--- src/rtl/assert_macros.svh ---
// Assertion macros used by the top level RTL file of the order table block.
`ifndef ASSERT_MACROS_SVH
`define ASSERT_MACROS_SVH

// Concurrent assertion that is switched off while reset is asserted.
`define OVWA_ASSERT(label, prop, msg) \
  label: assert property (@(posedge clk_i) disable iff (!rst_ni) prop) else $error(msg);

// Concurrent assertion that is checked at every edge, also during reset.
`define OVWA_ASSERT_ALWAYS(label, prop, msg) \
  label: assert property (@(posedge clk_i) prop) else $error(msg);

`endif

--- src/rtl/ovwa_pkg.sv ---
// Package with the types, codes and constants of the order table block.
`default_nettype none

package ovwa_pkg;

  localparam int unsigned ORDER_SLOTS_DEF = 65536;
  localparam int unsigned PROBE_LIMIT_DEF = 8;
  localparam int unsigned STOCK_SLOTS_DEF = 65536;

  // Multiplicative hash constant and the fold shift of the home slot hash.
  localparam logic [63:0] HASH_MULT  = 64'h9E37_79B9_7F4A_7C15;
  localparam int unsigned HASH_SHIFT = 29;

  typedef enum logic [2:0] {
    MODE_ADD,
    MODE_EXEC,
    MODE_EXEC_PRICE,
    MODE_CANCEL,
    MODE_REPLACE,
    MODE_TRADE,
    MODE_BROKEN,
    MODE_CROSS
  } mode_e;

  typedef enum logic [1:0] {
    STAT_DONE = 2'd0,
    STAT_MISS = 2'd1,
    STAT_FULL = 2'd2
  } status_e;

  typedef enum logic [1:0] {
    MUL_KL_CL,
    MUL_KH_CL,
    MUL_KL_CH,
    MUL_ACC
  } mul_sel_e;

  typedef enum logic [1:0] {
    HASH_HOLD,
    HASH_LOAD,
    HASH_ADD_HI
  } hash_op_e;

  typedef enum logic [1:0] {
    WR_NONE,
    WR_INSERT,
    WR_ERASE,
    WR_OVERWRITE
  } wr_kind_e;

  typedef enum logic [1:0] {
    ACC_NONE,
    ACC_MSG,
    ACC_STORED_PRICE,
    ACC_STORED_SUB
  } acc_sel_e;

  typedef struct packed {
    logic [2:0]  mode;
    logic [15:0] stock_locate;
    logic [63:0] order_ref;
    logic [63:0] new_order_ref;
    logic [31:0] share_count;
    logic [31:0] price_raw;
  } ovwa_in_t;

  typedef struct packed {
    logic [1:0]         status;
    logic [15:0]        stock_out;
    logic signed [63:0] notional_total;
    logic signed [47:0] volume_total;
  } ovwa_out_t;

  typedef struct packed {
    logic     clear;
    logic     load;
    logic     mul_en;
    mul_sel_e mul_sel;
    hash_op_e hash_op;
    logic     key_sel;
    logic     scan_clr;
    logic     scan_run;
    wr_kind_e wr_kind;
    logic     set_miss;
    logic     set_full;
    acc_sel_e acc_sel;
    logic     acc_wr;
  } ovwa_cmd_t;

  typedef struct packed {
    logic  clear_done;
    logic  scan_done;
    logic  hit;
    logic  has_free;
    logic  out_free;
    mode_e mode;
  } ovwa_stat_t;

endpackage

`default_nettype wire

--- src/rtl/ovwa_ctrl.sv ---
// Controller: sequences clearing, hashing, probing, table writes and accumulation.
`default_nettype none

module ovwa_ctrl import ovwa_pkg::*; (
  input  logic       clk_i,
  input  logic       rst_ni,
  input  logic       in_valid_i,
  output logic       in_ready_o,
  output ovwa_cmd_t  cmd_o,
  input  ovwa_stat_t stat_i
);

  typedef enum logic [3:0] {
    S_CLEAR,
    S_IDLE,
    S_HASH0,
    S_HASH1,
    S_HASH2,
    S_HASH3,
    S_SCAN,
    S_ACT,
    S_ACC_RD,
    S_ACC_WR
  } state_e;

  state_e state_q;
  logic   pass_q;

  always_ff @(posedge clk_i or negedge rst_ni) begin
    if (!rst_ni) begin
      state_q <= S_CLEAR;
      pass_q  <= 1'b0;
    end else begin
      case (state_q)
        S_CLEAR: begin
          if (stat_i.clear_done) state_q <= S_IDLE;
        end
        S_IDLE: begin
          if (in_valid_i) begin
            state_q <= S_HASH0;
            pass_q  <= 1'b0;
          end
        end
        S_HASH0: state_q <= S_HASH1;
        S_HASH1: state_q <= S_HASH2;
        S_HASH2: state_q <= S_HASH3;
        S_HASH3: state_q <= S_SCAN;
        S_SCAN: begin
          if (stat_i.scan_done) state_q <= S_ACT;
        end
        S_ACT: begin
          if ((stat_i.mode == MODE_REPLACE) && !pass_q) begin
            state_q <= S_HASH0;
            pass_q  <= 1'b1;
          end else begin
            state_q <= S_ACC_RD;
          end
        end
        S_ACC_RD: state_q <= S_ACC_WR;
        S_ACC_WR: begin
          if (stat_i.out_free) state_q <= S_IDLE;
        end
        default: state_q <= S_CLEAR;
      endcase
    end
  end

  assign in_ready_o = (state_q == S_IDLE);

  always_comb begin
    cmd_o         = '0;
    cmd_o.mul_sel = MUL_ACC;
    cmd_o.key_sel = pass_q;
    case (state_q)
      S_CLEAR: cmd_o.clear = 1'b1;
      S_IDLE:  cmd_o.load  = in_valid_i;
      S_HASH0: begin
        cmd_o.mul_en   = 1'b1;
        cmd_o.mul_sel  = MUL_KL_CL;
        cmd_o.scan_clr = 1'b1;
      end
      S_HASH1: begin
        cmd_o.mul_en  = 1'b1;
        cmd_o.mul_sel = MUL_KH_CL;
        cmd_o.hash_op = HASH_LOAD;
      end
      S_HASH2: begin
        cmd_o.mul_en  = 1'b1;
        cmd_o.mul_sel = MUL_KL_CH;
        cmd_o.hash_op = HASH_ADD_HI;
      end
      S_HASH3: cmd_o.hash_op  = HASH_ADD_HI;
      S_SCAN:  cmd_o.scan_run = 1'b1;
      S_ACT: begin
        if (pass_q) begin
          // Second pass of a replace inserts the new reference.
          if (!stat_i.hit) begin
            if (stat_i.has_free) cmd_o.wr_kind = WR_INSERT;
            else cmd_o.set_full = 1'b1;
          end
        end else begin
          case (stat_i.mode)
            MODE_ADD, MODE_EXEC_PRICE, MODE_TRADE: begin
              if (!stat_i.hit) begin
                if (stat_i.has_free) cmd_o.wr_kind = WR_INSERT;
                else cmd_o.set_full = 1'b1;
              end
            end
            MODE_EXEC: begin
              cmd_o.set_miss = !stat_i.hit;
            end
            MODE_CANCEL, MODE_REPLACE, MODE_BROKEN: begin
              if (stat_i.hit) cmd_o.wr_kind = WR_ERASE;
              else cmd_o.set_miss = 1'b1;
            end
            default: begin
              if (stat_i.hit) cmd_o.wr_kind = WR_OVERWRITE;
              else if (stat_i.has_free) cmd_o.wr_kind = WR_INSERT;
              else cmd_o.set_full = 1'b1;
            end
          endcase
        end
      end
      S_ACC_RD: begin
        cmd_o.mul_en = 1'b1;
        case (stat_i.mode)
          MODE_EXEC:   cmd_o.acc_sel = stat_i.hit ? ACC_STORED_PRICE : ACC_NONE;
          MODE_BROKEN: cmd_o.acc_sel = stat_i.hit ? ACC_STORED_SUB : ACC_NONE;
          MODE_EXEC_PRICE, MODE_TRADE, MODE_CROSS: cmd_o.acc_sel = ACC_MSG;
          default: cmd_o.acc_sel = ACC_NONE;
        endcase
      end
      S_ACC_WR: cmd_o.acc_wr = stat_i.out_free;
      default: ;
    endcase
  end

endmodule

`default_nettype wire

--- config.mk ---
export PLATFORM = sky130hd
export DESIGN_NAME = ovwa_ctrl
export DESIGN_NICKNAME = d
export VERILOG_FILES = /design/src/rtl/assert_macros.svh /design/src/rtl/ovwa_pkg.sv /design/src/rtl/ovwa_ctrl.sv
export SDC_FILE = /design/constraint.sdc
export NUM_CORES = 1
export LEC_CHECK = 0
export BUFFER_PORTS_ARGS = -buffer_cell sky130_fd_sc_hd__buf_4
export CORE_AREA = 2 2 39 41
export DETAILED_ROUTE_END_ITERATION = 8
export DIE_AREA = 0 0 41 43
export PLACE_DENSITY = 0.77
export SYNTH_ARGS = -nofsm -noshare
export SYNTH_HDL_FRONTEND = slang
export SYNTH_SLANG_ARGS = --single-unit
--- constraint.sdc ---
create_clock -name clk_i -period 1.45 [get_ports clk_i]
set_clock_uncertainty 0.15 [all_clocks]
set_input_delay 0.145 -clock clk_i [delete_from_list [all_inputs] [get_ports clk_i]]
set_output_delay 0.145 -clock clk_i [all_outputs]
set_load 0.05 [all_outputs]
==> results.json, run 1 <==
{
  "worst_endpoint_kind": "output port",
  "failing_step": "5_1_grt",
  "cts_made_buffers": 3,
  "chipWidth_um": 41,
  "clock-sinks": 5,
  "core.rowCount": 14,
  "htreeDepth": 1,
  "ys_ff_latch": 5,
  "synthTopCellsByArea": "dfrtp_1 23%, nor2b_1 7.9%, nand2_1 6.1%",
  "initial_core_util_pct": 40.0,
  "grt_max_degree": 9,
  "synth_edf_count": 0,
  "dpl.hpwl_mm": 1.47,
  "synth_top_flop_cell": "dfrtp_1",
  "clockBufferDepth": 2,
  "die_h_um": 43,
  "io_buffers": 28,
  "syn_inst": 73,
  "ys_types": 33,
  "gp_congestion": 0.777,
  "syn-num-nets": 84,
  "netlist.area_leader.share_pct": 22.6,
  "firstError": "[ERROR DPL-0038] Utilization greater than 100%, impossible to legalize",
  "num_io_pins": 29,
  "syn_area_per_cell_um2": 7.58,
  "synth.largest_area_cell": "dfrtp_1",
  "syn_area_um2": 553,
  "crit_endpoint": "cmd_o[6]",
  "run_status": "did not finish",
  "root_buffer": "clkbuf_4",
  "ys_seq_area_share_pct": 22.6,
  "ys_async_sr_fraction_pct": 100,
  "yosysWarnings": 0
}
[through the flow]
step | TNS, ps | setup WS (ps) | instances | hold slack (ps) | cell area (um2)
CTS | -4440 | -333 | 145 | 48.8 | 1320
detailed placement | -687 | -118 | 133 | -200 | 1080
global placement | -481 | -78.7 | 133 | -199 | 1080
floorplan | -3370 | -509 | 73 | -301 | 721
[cells in the mapped netlist (2+ instances only)]
cell type and n:
a211oi_1 2, dfrtp_1 5, nor3_1 3, xnor2_1 3
buf_2 2, inv_1 2, buf_4 2, o21ai_1 2
nand2b_1 3, nor2_1 8, nor2b_1 7, nor4_1 3
nand2_1 9, nand3b_1 2, o31ai_1 2
[repair_timing]
item	CTS
pin swaps	7
gates cloned	0
buffers inserted	7
endpoints found under the hold margin	5
setup endpoints to repair	19
gates resized for setup	39
hold buffers	1
[cells by family after synthesis]
logic type	share of synthesized area (%)
DFF	22.6
and+or+nand+nor	44.6
muxes	1.81
buffers and inverters	8.60
xor gates and xnor gates	6.34
AOI/OAI and AO/OA	16.1
==> run 2, diff against run 1 <==
--- a/config.mk
+++ b/config.mk
@@ -6,10 +6,10 @@
 export NUM_CORES = 1
 export LEC_CHECK = 0
 export BUFFER_PORTS_ARGS = -buffer_cell sky130_fd_sc_hd__buf_4
-export CORE_AREA = 2 2 39 41
+export CORE_AREA = 2 2 63 65
 export DETAILED_ROUTE_END_ITERATION = 8
-export DIE_AREA = 0 0 41 43
-export PLACE_DENSITY = 0.77
+export DIE_AREA = 0 0 65 67
+export PLACE_DENSITY_LB_ADDON = 0.15
 export SYNTH_ARGS = -nofsm -noshare
 export SYNTH_HDL_FRONTEND = slang
 export SYNTH_SLANG_ARGS = --single-unit
==> results.json, run 2 <==
{
  "run_status": "finished, violations left",
  "violations": "negative setup slack",
  "cp.required_ps": 1150,
  "hold_viol_final": 0,
  "hold_start": "stat_i[3]",
  "yosysMostFrequentCell": "nand2_1",
  "worst_slack_ps": -271,
  "synth.largest_area_cell": "dfrtp_1",
  "root_buffer": "clkbuf_8",
  "gp_congestion": 0.719,
  "cts_made_buffers": 3,
  "grt_pass1_vias": 684,
  "worstPathArrival_ps": 1430,
  "final_antenna_net_count": 0,
  "dpl.hpwl_mm": 1.57,
  "yosysWarnings": 0,
  "drc": 0,
  "vias": 724,
  "drive_above_1_share_pct": 70.4,
  "syn-num-nets": 84,
  "setup-violations-final": 19,
  "finalCritPeriodShare_pct": 119,
  "grt_max_degree": 9,
  "max-vdd-ir-drop_uv": 928,
  "hold_path_depth": 4,
  "synth_edf_count": 0,
  "diodes": 0,
  "reg2reg_depth": 5,
  "ys_types": 33,
  "rsz0062_at_grt": "yes",
  "chipWidth_um": 65,
  "max_stage_delay_ps": 450,
  "dr.pass1.iters": 2,
  "synthTopCellsByArea": "dfrtp_1 23%, nor2b_1 7.9%, nand2_1 6.1%",
  "cts_tree": "yes",
  "area.growth.synth_to_final_pct": 146,
  "min_path_type": "in2reg",
  "largest_reg_flops": 4,
  "core.rowCount": 22,
  "netlist.area_leader.share_pct": 22.6,
  "power_leakage_nw": 0.574,
  "wl_per_cell_um": 11.6,
  "critPathMaxFanout": 5,
  "rrSetupSlack_ps": -80,
  "htreeDepth": 1,
  "syn_area_um2": 553,
  "ys_ff_latch": 5,
  "worstMarginPinSlew_ps": 324,
  "wl_mm": 2.00,
  "worstSetupPathType": "reg2out",
  "worstSetupEndpointType": "output port",
  "die_area_um2": 4360,
  "num_io_pins": 29,
  "design.core.area_um2": 3610,
  "fmax_mhz": 581,
  "fin_crit_ps": 1720,
  "regMostFlops": "state_q",
  "via_per_inst": 4.18,
  "critPathTopFamily": "flip-flops",
  "slew_violations": 0,
  "antenna_found_initial": 0,
  "crit_path_top_delay_cell": "dfrtp_2",
  "syn_inst": 73,
  "clockBufferDepth": 2,
  "start_kind": "register",
  "synth_top_flop_cell": "dfrtp_1",
  "initial_core_util_pct": 15.3,
  "max-slew-margin-rel_pct": 78.2,
  "grt_pass1_wl_mm": 3.21,
  "met2_usage_pct": 15.5,
  "multi_input_area_um2": 587,
  "clkTransAtPathRegs_ps": 40,
  "met3_usage_pct": 2.03,
  "crit_path_cell_trace": "buf_6 -> xnor2_1 -> or3_4 -> buf_8",
  "grtUsageTotal_pct": 9.71,
  "holdPathEnd": "state_q[3]",
  "busiest_layer": "met2",
  "grt_remaining_overflow": 0,
  "finalPower_w": 0.00322,
  "mostFrequentLayoutCells": "27 x buf_4, 20 x buf_6, 6 x buf_8",
  "initialDrtViolationCount": 1,
  "fillers": 368,
  "ys_seq_area_share_pct": 22.6,
  "cp_num_buf_inv": 2,
  "r2r_start": "state_q[3]",
  "p_per_area_nw_per_um2": 2360,
  "io_buffers": 28,
  "syn_area_per_cell_um2": 7.58,
  "max-cap-violations": 0,
  "regToRegEndpoint": "pass_q",
  "dp_slack_ps": -99.2,
  "clock-sinks": 5,
  "die_h_um": 67,
  "ys_async_sr_fraction_pct": 100,
  "final_common_cell": "buf_4",
  "regArea_um2": 130,
  "reg.largest.list": "state_q x4, pass_q x1",
  "final_nets": 137,
  "synth_common_cells": "9 x nand2_1, 8 x nor2_1, 7 x nor2b_1",
  "clock_latency_ps": 220,
  "use_met1_pct": 12.7
}
[run 2: cell counts after synthesis]
No cell type changed its count.
[run 2: kinds of logic (layout without fill, tap and decap cells)]
group | count (synthesis) | after routing | share of synthesized area [%]
AND/OR/NAND/NOR | 42 | 42 | 44.6
multiplexers | 1 | 1 | 1.81
AO/OA/AOI/OAI | 13 | 13 | 16.1
XOR/XNOR | 4 | 4 | 6.34
buffers and inverters | 8 | 60 | 8.60
flip-flops | 5 | 5 | 22.6
[run 2: how the worst max path moves through the flow]
stage	startpoint	cells after the start	endpoint
CTS	state_q[1]	4	cmd_o[6]
floorplan	state_q[2]	4	cmd_o[15]
finish	state_q[2]	4	cmd_o[12]
global route	state_q[1]	4	cmd_o[6]
detailed placement	state_q[3]	4	cmd_o[6]
global placement	state_q[3]	4	cmd_o[6]
[run 2: power by group]
group / switching, W / internal, W / total, W / leakage (nW)
sequential: 0.000158 / 0.000220 / 0.000378 / 0.0582
combinational: 0.00136 / 0.00122 / 0.00258 / 0.493
clock: 0.0000713 / 0.000189 / 0.000260 / 0.0228
total: 0.00159 / 0.00163 / 0.00322 / 0.574
[run 2: timing repair]
action | CTS | global route
gates resized for setup | 47 | 1
pin swaps | 8 | 3
hold buffers | 1 | 0
gates cloned | 0 | 0
setup buffers | 2 | 0
endpoints found under the hold margin | 5 | 0
endpoints found under the setup margin | 19 | 20
[run 2: area by class of cell]
cell class,instances,area share [%]
repair buffers,54,38.8
clock buffers,4,3.31
inverters,2,0.827
multi-input cells,60,43.1
well taps,48,4.41
flip-flops and latches,5,9.56
[run 2: layer usage]
layer | vias to the layer above | routed length [um]
met5 | - | 0
li1 | 361 | -
met4 | 0 | 28
met3 | 5 | 57
met2 | 12 | 978
met1 | 346 | 940
[run 2: worst reg2reg max path, cell delays in order, from the launching register on]
cell	delay, ps
dfrtp_2	430
buf_6	140
nor4b_4	280
nand2_2	110
buf_4	140
a21o_1	170
[run 2: metrics by stage]
step | setup TNS (ps) | area (um2) | hold slack [ps] | utilization, % | cells
after floorplan | -3370 | 721 | -301 | - | 73
after global placement | -743 | 1120 | -195 | 31.0 | 166
after detailed placement | -792 | 1120 | -197 | 31.0 | 166
after CTS | -3610 | 1360 | 89.6 | 37.7 | 173
after global routing | -4400 | 1360 | 97.6 | 37.8 | 173
final | -3440 | 1360 | 86.8 | 37.8 | 173
Power figures use the tool's default switching activity.
==> run 3, diff against run 2 <==
--- a/config.mk
+++ b/config.mk
@@ -9,7 +9,7 @@
 export CORE_AREA = 2 2 63 65
 export DETAILED_ROUTE_END_ITERATION = 8
 export DIE_AREA = 0 0 65 67
-export PLACE_DENSITY_LB_ADDON = 0.15
+export PLACE_DENSITY = 0.35
 export SYNTH_ARGS = -nofsm -noshare
 export SYNTH_HDL_FRONTEND = slang
 export SYNTH_SLANG_ARGS = --single-unit
==> results.json, run 3 (synthesis results as in run 2) <==
{
  "drc": 0,
  "num_io_pins": 29,
  "crit_top_cell": "buf_6",
  "swShare_pct": 49.0,
  "initialDrtViolationCount": 13,
  "worstSetupEndpointType": "output port",
  "reg.largest.list": "state_q x4, pass_q x1",
  "max_stage_delay_ps": 470,
  "grt_pass1_wl_mm": 3.09,
  "worstSetupPathType": "reg2out",
  "critPathTopFamily": "flip-flops",
  "chipWidth_um": 65,
  "max-vdd-ir-drop_uv": 928,
  "regArea_um2": 129,
  "cp-startpoint": "state_q[1]",
  "setup-violations-final": 17,
  "min_path_type": "in2reg",
  "largest_reg_flops": 4,
  "wl_per_cell_um": 11.1,
  "violations": "negative setup slack",
  "crit_path_top_delay_cell": "dfrtp_2",
  "multi_input_area_um2": 577,
  "intPower_w": 0.00162,
  "mostFrequentLayoutCells": "26 x buf_4, 19 x buf_6, 6 x buf_8",
  "design.core.area_um2": 3610,
  "hold_ws_ps": 87.5,
  "htreeDepth": 1,
  "grt_remaining_overflow": 0,
  "slew_violations": 0,
  "die_h_um": 67,
  "p_comb_share_pct": 80.8,
  "drive_above_1_share_pct": 68.5,
  "worstPathArrival_ps": 1430,
  "regMostFlops": "state_q",
  "fmax_mhz": 579,
  "dpl.hpwl_mm": 1.55,
  "place_inst": 162,
  "max-cap-violations": 0,
  "dp_slack_ps": -165,
  "grtUsageTotal_pct": 9.45,
  "final_common_cell": "buf_4",
  "regToRegEndpoint": "state_q[1]",
  "area.growth.synth_to_final_pct": 144,
  "clockBufferDepth": 2,
  "hold_viol_final": 0,
  "r2r_start": "state_q[1]",
  "rsz0062_at_grt": "yes",
  "diodes": 0,
  "start_kind": "register",
  "max-slew-margin-rel_pct": 78.3,
  "final_antenna_net_count": 0,
  "hold_start": "stat_i[3]",
  "grt_max_degree": 9,
  "cp_num_buf_inv": 2,
  "grt_pass1_vias": 654,
  "via_per_inst": 3.96,
  "die_area_um2": 4360,
  "vias": 681,
  "antenna_found_initial": 0,
  "rrSetupSlack_ps": 10,
  "worstMarginPinSlew_ps": 323,
  "cts_made_buffers": 3,
  "wl_mm": 1.91,
  "root_buffer": "clkbuf_8",
  "core.rowCount": 22,
  "cts_tree": "yes",
  "fin_crit_ps": 1730,
  "clkPwrFrac_pct": 8.1,
  "clock_latency_ps": 220,
  "critPathMaxFanout": 7,
  "final_nets": 136,
  "holdPathEnd": "state_q[3]",
  "fillers": 363,
  "clock-sinks": 5,
  "fin_cells": 172,
  "seq_power_share_pct": 11.0,
  "cp.required_ps": 1150,
  "fin_util_pct": 37.5,
  "initial_core_util_pct": 15.3,
  "dr.pass1.iters": 3,
  "clkTransAtPathRegs_ps": 30,
  "finalCritPeriodShare_pct": 119,
  "io_buffers": 28,
  "hold_path_depth": 4,
  "run_status": "finished, violations left",
  "gp_congestion": 0.706,
  "reg2reg_depth": 4,
  "finalPower_w": 0.00317,
  "p_per_area_nw_per_um2": 2350,
  "power.switching_w": 0.00155,
  "power_leakage_nw": 0.571,
  "crit_path_cell_trace": "nand4b_2 -> buf_6 -> a2111oi_4 -> buf_6",
  "worst_slack_ps": -277
}
-- run 3: per-layer routing --
layer	track usage, %	routed length, um	part of all wire [%]	up-vias
li1	-	-	-	354
met1	12.9	902	47	309
met2	13.9	901	47	13
met3	2.03	77	4.0	5
met4	4.79	31	1.6	0
met5	0	0	0	-
-- run 3: what timing repair did --
action	in CTS	in global routing
pin swaps	7	3
gates resized for setup	41	3
hold buffers	1	0
setup endpoints to repair	18	20
setup buffers	4	1
hold endpoints to repair	5	0
cloned	0	0
-- run 3: how the worst max path moves through the flow --
stage,to,cells after the start
2_1_floorplan,cmd_o[15],4
3_3_place_gp,cmd_o[12],4
3_5_place_dp,cmd_o[12],4
4_1_cts,cmd_o[6],4
5_1_grt,cmd_o[6],4
6_report,cmd_o[6],4
-- run 3: final cells by class --
class,instances,share of cell area (%)
inverter,2,0.833
sequential,5,9.54
timing repair buffer,53,39.2
tap,48,4.44
clock buffer,4,3.33
multi-input combinational,60,42.7
-- run 3: power by group through the flow --
stage | Sequential, W | Combinational (W) | Clock (W)
4_1_cts | 0.000348 | 0.00254 | 0.000263
3_3_place_gp | 0.000345 | 0.00211 | 0
3_5_place_dp | 0.000337 | 0.00210 | 0
6_report | 0.000349 | 0.00256 | 0.000258
5_1_grt | 0.000365 | 0.00270 | 0.000279
2_1_floorplan | 0.000334 | 0.00146 | 0
-- run 3: tightest hold or removal path, cell delays in order --
cell	delay (ps)
buf_4	100
nand2_1	50
nand2_1	60
o22ai_1	70
-- run 3: through the flow --
step                      cell area (um2)  setup TNS (ps)
after floorplan                       721           -3370
after global placement               1100            -902
after detailed placement             1100            -832
after CTS                            1330           -3530
after global routing                 1350           -4490
final                                1350           -3460
==> run 4, diff against run 3 <==
--- a/config.mk
+++ b/config.mk
@@ -7,6 +7,7 @@
 export LEC_CHECK = 0
 export BUFFER_PORTS_ARGS = -buffer_cell sky130_fd_sc_hd__buf_4
 export CORE_AREA = 2 2 63 65
+export CTS_BUF_LIST = sky130_fd_sc_hd__clkbuf_4 sky130_fd_sc_hd__clkbuf_8
 export DETAILED_ROUTE_END_ITERATION = 8
 export DIE_AREA = 0 0 65 67
 export PLACE_DENSITY = 0.35
==> constraint.sdc (replaced) <==
create_clock -name clk_i -period 1.45 [get_ports clk_i]
set_clock_uncertainty 0.15 [all_clocks]
set_input_delay 0.29 -clock clk_i [delete_from_list [all_inputs] [get_ports clk_i]]
set_output_delay 0.29 -clock clk_i [all_outputs]
set_load 0.05 [all_outputs]
==> results.json, run 4 (synthesis results as in run 2) <==
{
  "run_status": "finished, violations left",
  "violations": "negative setup slack",
  "chipWidth_um": 65,
  "drive_above_1_share_pct": 73.7,
  "wl_met2_um": 993,
  "hold_viol_final": 0,
  "worst_slack_ps": -442,
  "die_h_um": 67,
  "initial_core_util_pct": 15.3,
  "clkPwrFrac_pct": 7.6,
  "rsz0062_at_grt": "yes",
  "fin_cells": 185,
  "worstMarginPinSlew_ps": 326,
  "die_area_um2": 4360,
  "final_common_cell": "buf_4",
  "initialDrtViolationCount": 13,
  "area.growth.synth_to_final_pct": 176,
  "max-slew-margin-rel_pct": 78.1,
  "drc": 0,
  "via_per_inst": 4.05,
  "swShare_pct": 46.8,
  "diodes": 0,
  "fin_util_pct": 42.3,
  "met1_length_um": 914,
  "clkTransAtPathRegs_ps": 30,
  "cts_tree": "yes",
  "antenna_found_initial": 0,
  "regMostFlops": "state_q",
  "design.core.area_um2": 3610,
  "p_comb_share_pct": 83.5,
  "fmax_mhz": 528,
  "mostFrequentLayoutCells": "34 x buf_4, 20 x buf_6, 9 x buf_8",
  "place_inst": 169,
  "worstSetupPathType": "reg2out",
  "grt_max_degree": 9,
  "grt_remaining_overflow": 0,
  "io_buffers": 28,
  "regToRegEndpoint": "state_q[0]",
  "grt_pass1_wl_mm": 3.33,
  "crit_path_top_delay_cell": "dfrtp_2",
  "worstPathArrival_ps": 1450,
  "clockBufferDepth": 2,
  "crit_path_cell_trace": "buf_4 -> xnor2_1 -> or3_4 -> buf_8",
  "cp.required_ps": 1010,
  "p_per_area_nw_per_um2": 2370,
  "rrSetupSlack_ps": -140,
  "dp_slack_ps": -264,
  "dr.pass1.iters": 3,
  "place_area_um2": 1170,
  "seq_power_share_pct": 8.9,
  "critPathMaxFanout": 7,
  "setup-violations-final": 19,
  "r2r_start": "state_q[2]",
  "dpl.hpwl_mm": 1.56,
  "max-vdd-ir-drop_uv": 710,
  "grtUsageTotal_pct": 9.93,
  "wl_mm": 2.01,
  "reg.largest.list": "state_q x4, pass_q x1",
  "wl_per_cell_um": 10.9,
  "htreeDepth": 1,
  "topRoutingLayerUsed": "met4",
  "intPower_w": 0.00193,
  "slew_violations": 0,
  "core.rowCount": 22,
  "hold_ws_ps": 255,
  "max_stage_delay_ps": 470,
  "finalCritPeriodShare_pct": 130,
  "max-cap-violations": 0,
  "final_nets": 149,
  "clock-sinks": 5,
  "fin_crit_ps": 1890,
  "gp_congestion": 0.767,
  "root_buffer": "clkbuf_8",
  "min_path_type": "in2async",
  "cts_made_buffers": 3,
  "worstSetupEndpointType": "output port",
  "num_io_pins": 29,
  "grt_pass1_vias": 713,
  "power_leakage_nw": 0.651,
  "reg2reg_depth": 7,
  "largest_reg_flops": 4,
  "vias": 750,
  "fin_area_um2": 1530,
  "final_antenna_net_count": 0,
  "clock_latency_ps": 220,
  "wl_met3_um": 70,
  "start_kind": "register",
  "power.switching_w": 0.00169
}
run 4: cell count changes in the layout (fill, tap and decap cells not counted), sizes merged:
| cell | previous run | this run |
|---|---|---|
| buf | 52 | 65 |
run 4: power groups by stage:
stage | clock (W) | sequential, W | combinational [W]
after floorplan | 0 | 0.000317 | 0.00154
after global placement | 0 | 0.000337 | 0.00226
after detailed placement | 0 | 0.000332 | 0.00225
after CTS | 0.000283 | 0.000324 | 0.00287
after global routing | 0.000288 | 0.000331 | 0.00319
final | 0.000275 | 0.000321 | 0.00302
run 4: timing repair:
item,4_1_cts,5_1_grt
resized for setup,41,11
pin swaps,11,7
hold endpoints to repair,5,0
buffers inserted,8,3
hold buffers,1,0
setup endpoints to repair,21,22
run 4: final cells by class:
cell class | instances | area, um2
fillers | 366 | 2080
repair buffers | 66 | 666
multi-input cells | 60 | 613
flip-flops and latches | 5 | 128
well taps | 48 | 60.1
clock buffers | 4 | 48.8
inverters | 2 | 11.3
run 4: per-layer routing:
layer | GRT usage, % | up-vias
met5 | 0 | -
met4 | 4.79 | 0
met3 | 1.35 | 5
met2 | 14.8 | 16
met1 | 13.9 | 346
li1 | - | 383
run 4: how the worst max path moves through the flow:
stage | startpoint | to | slack, ps | cells past startpoint
after floorplan | state_q[2] | cmd_o[15] | -630 | 4
after global placement | state_q[1] | cmd_o[6] | -260 | 4
after detailed placement | state_q[1] | cmd_o[6] | -260 | 4
after CTS | state_q[1] | cmd_o[6] | -440 | 4
after global routing | state_q[2] | cmd_o[15] | -470 | 5
final | state_q[1] | cmd_o[12] | -440 | 4
run 4: critical path: cells and delay by family, from the launching register on:
| kind | cells | cell delay [ps] |
|---|---|---|
| flops | 1 | 470 |
| buf+inv | 2 | 330 |
| simple gates | 1 | 330 |
| xor+xnor | 1 | 110 |
run 4: through the flow:
stage               power [W]  setup TNS [ps]
floorplan             0.00185           -5960
global placement      0.00260           -3380
detailed placement    0.00258           -3340
CTS                   0.00348           -6400
global route          0.00381           -7220
finish                0.00362           -6110
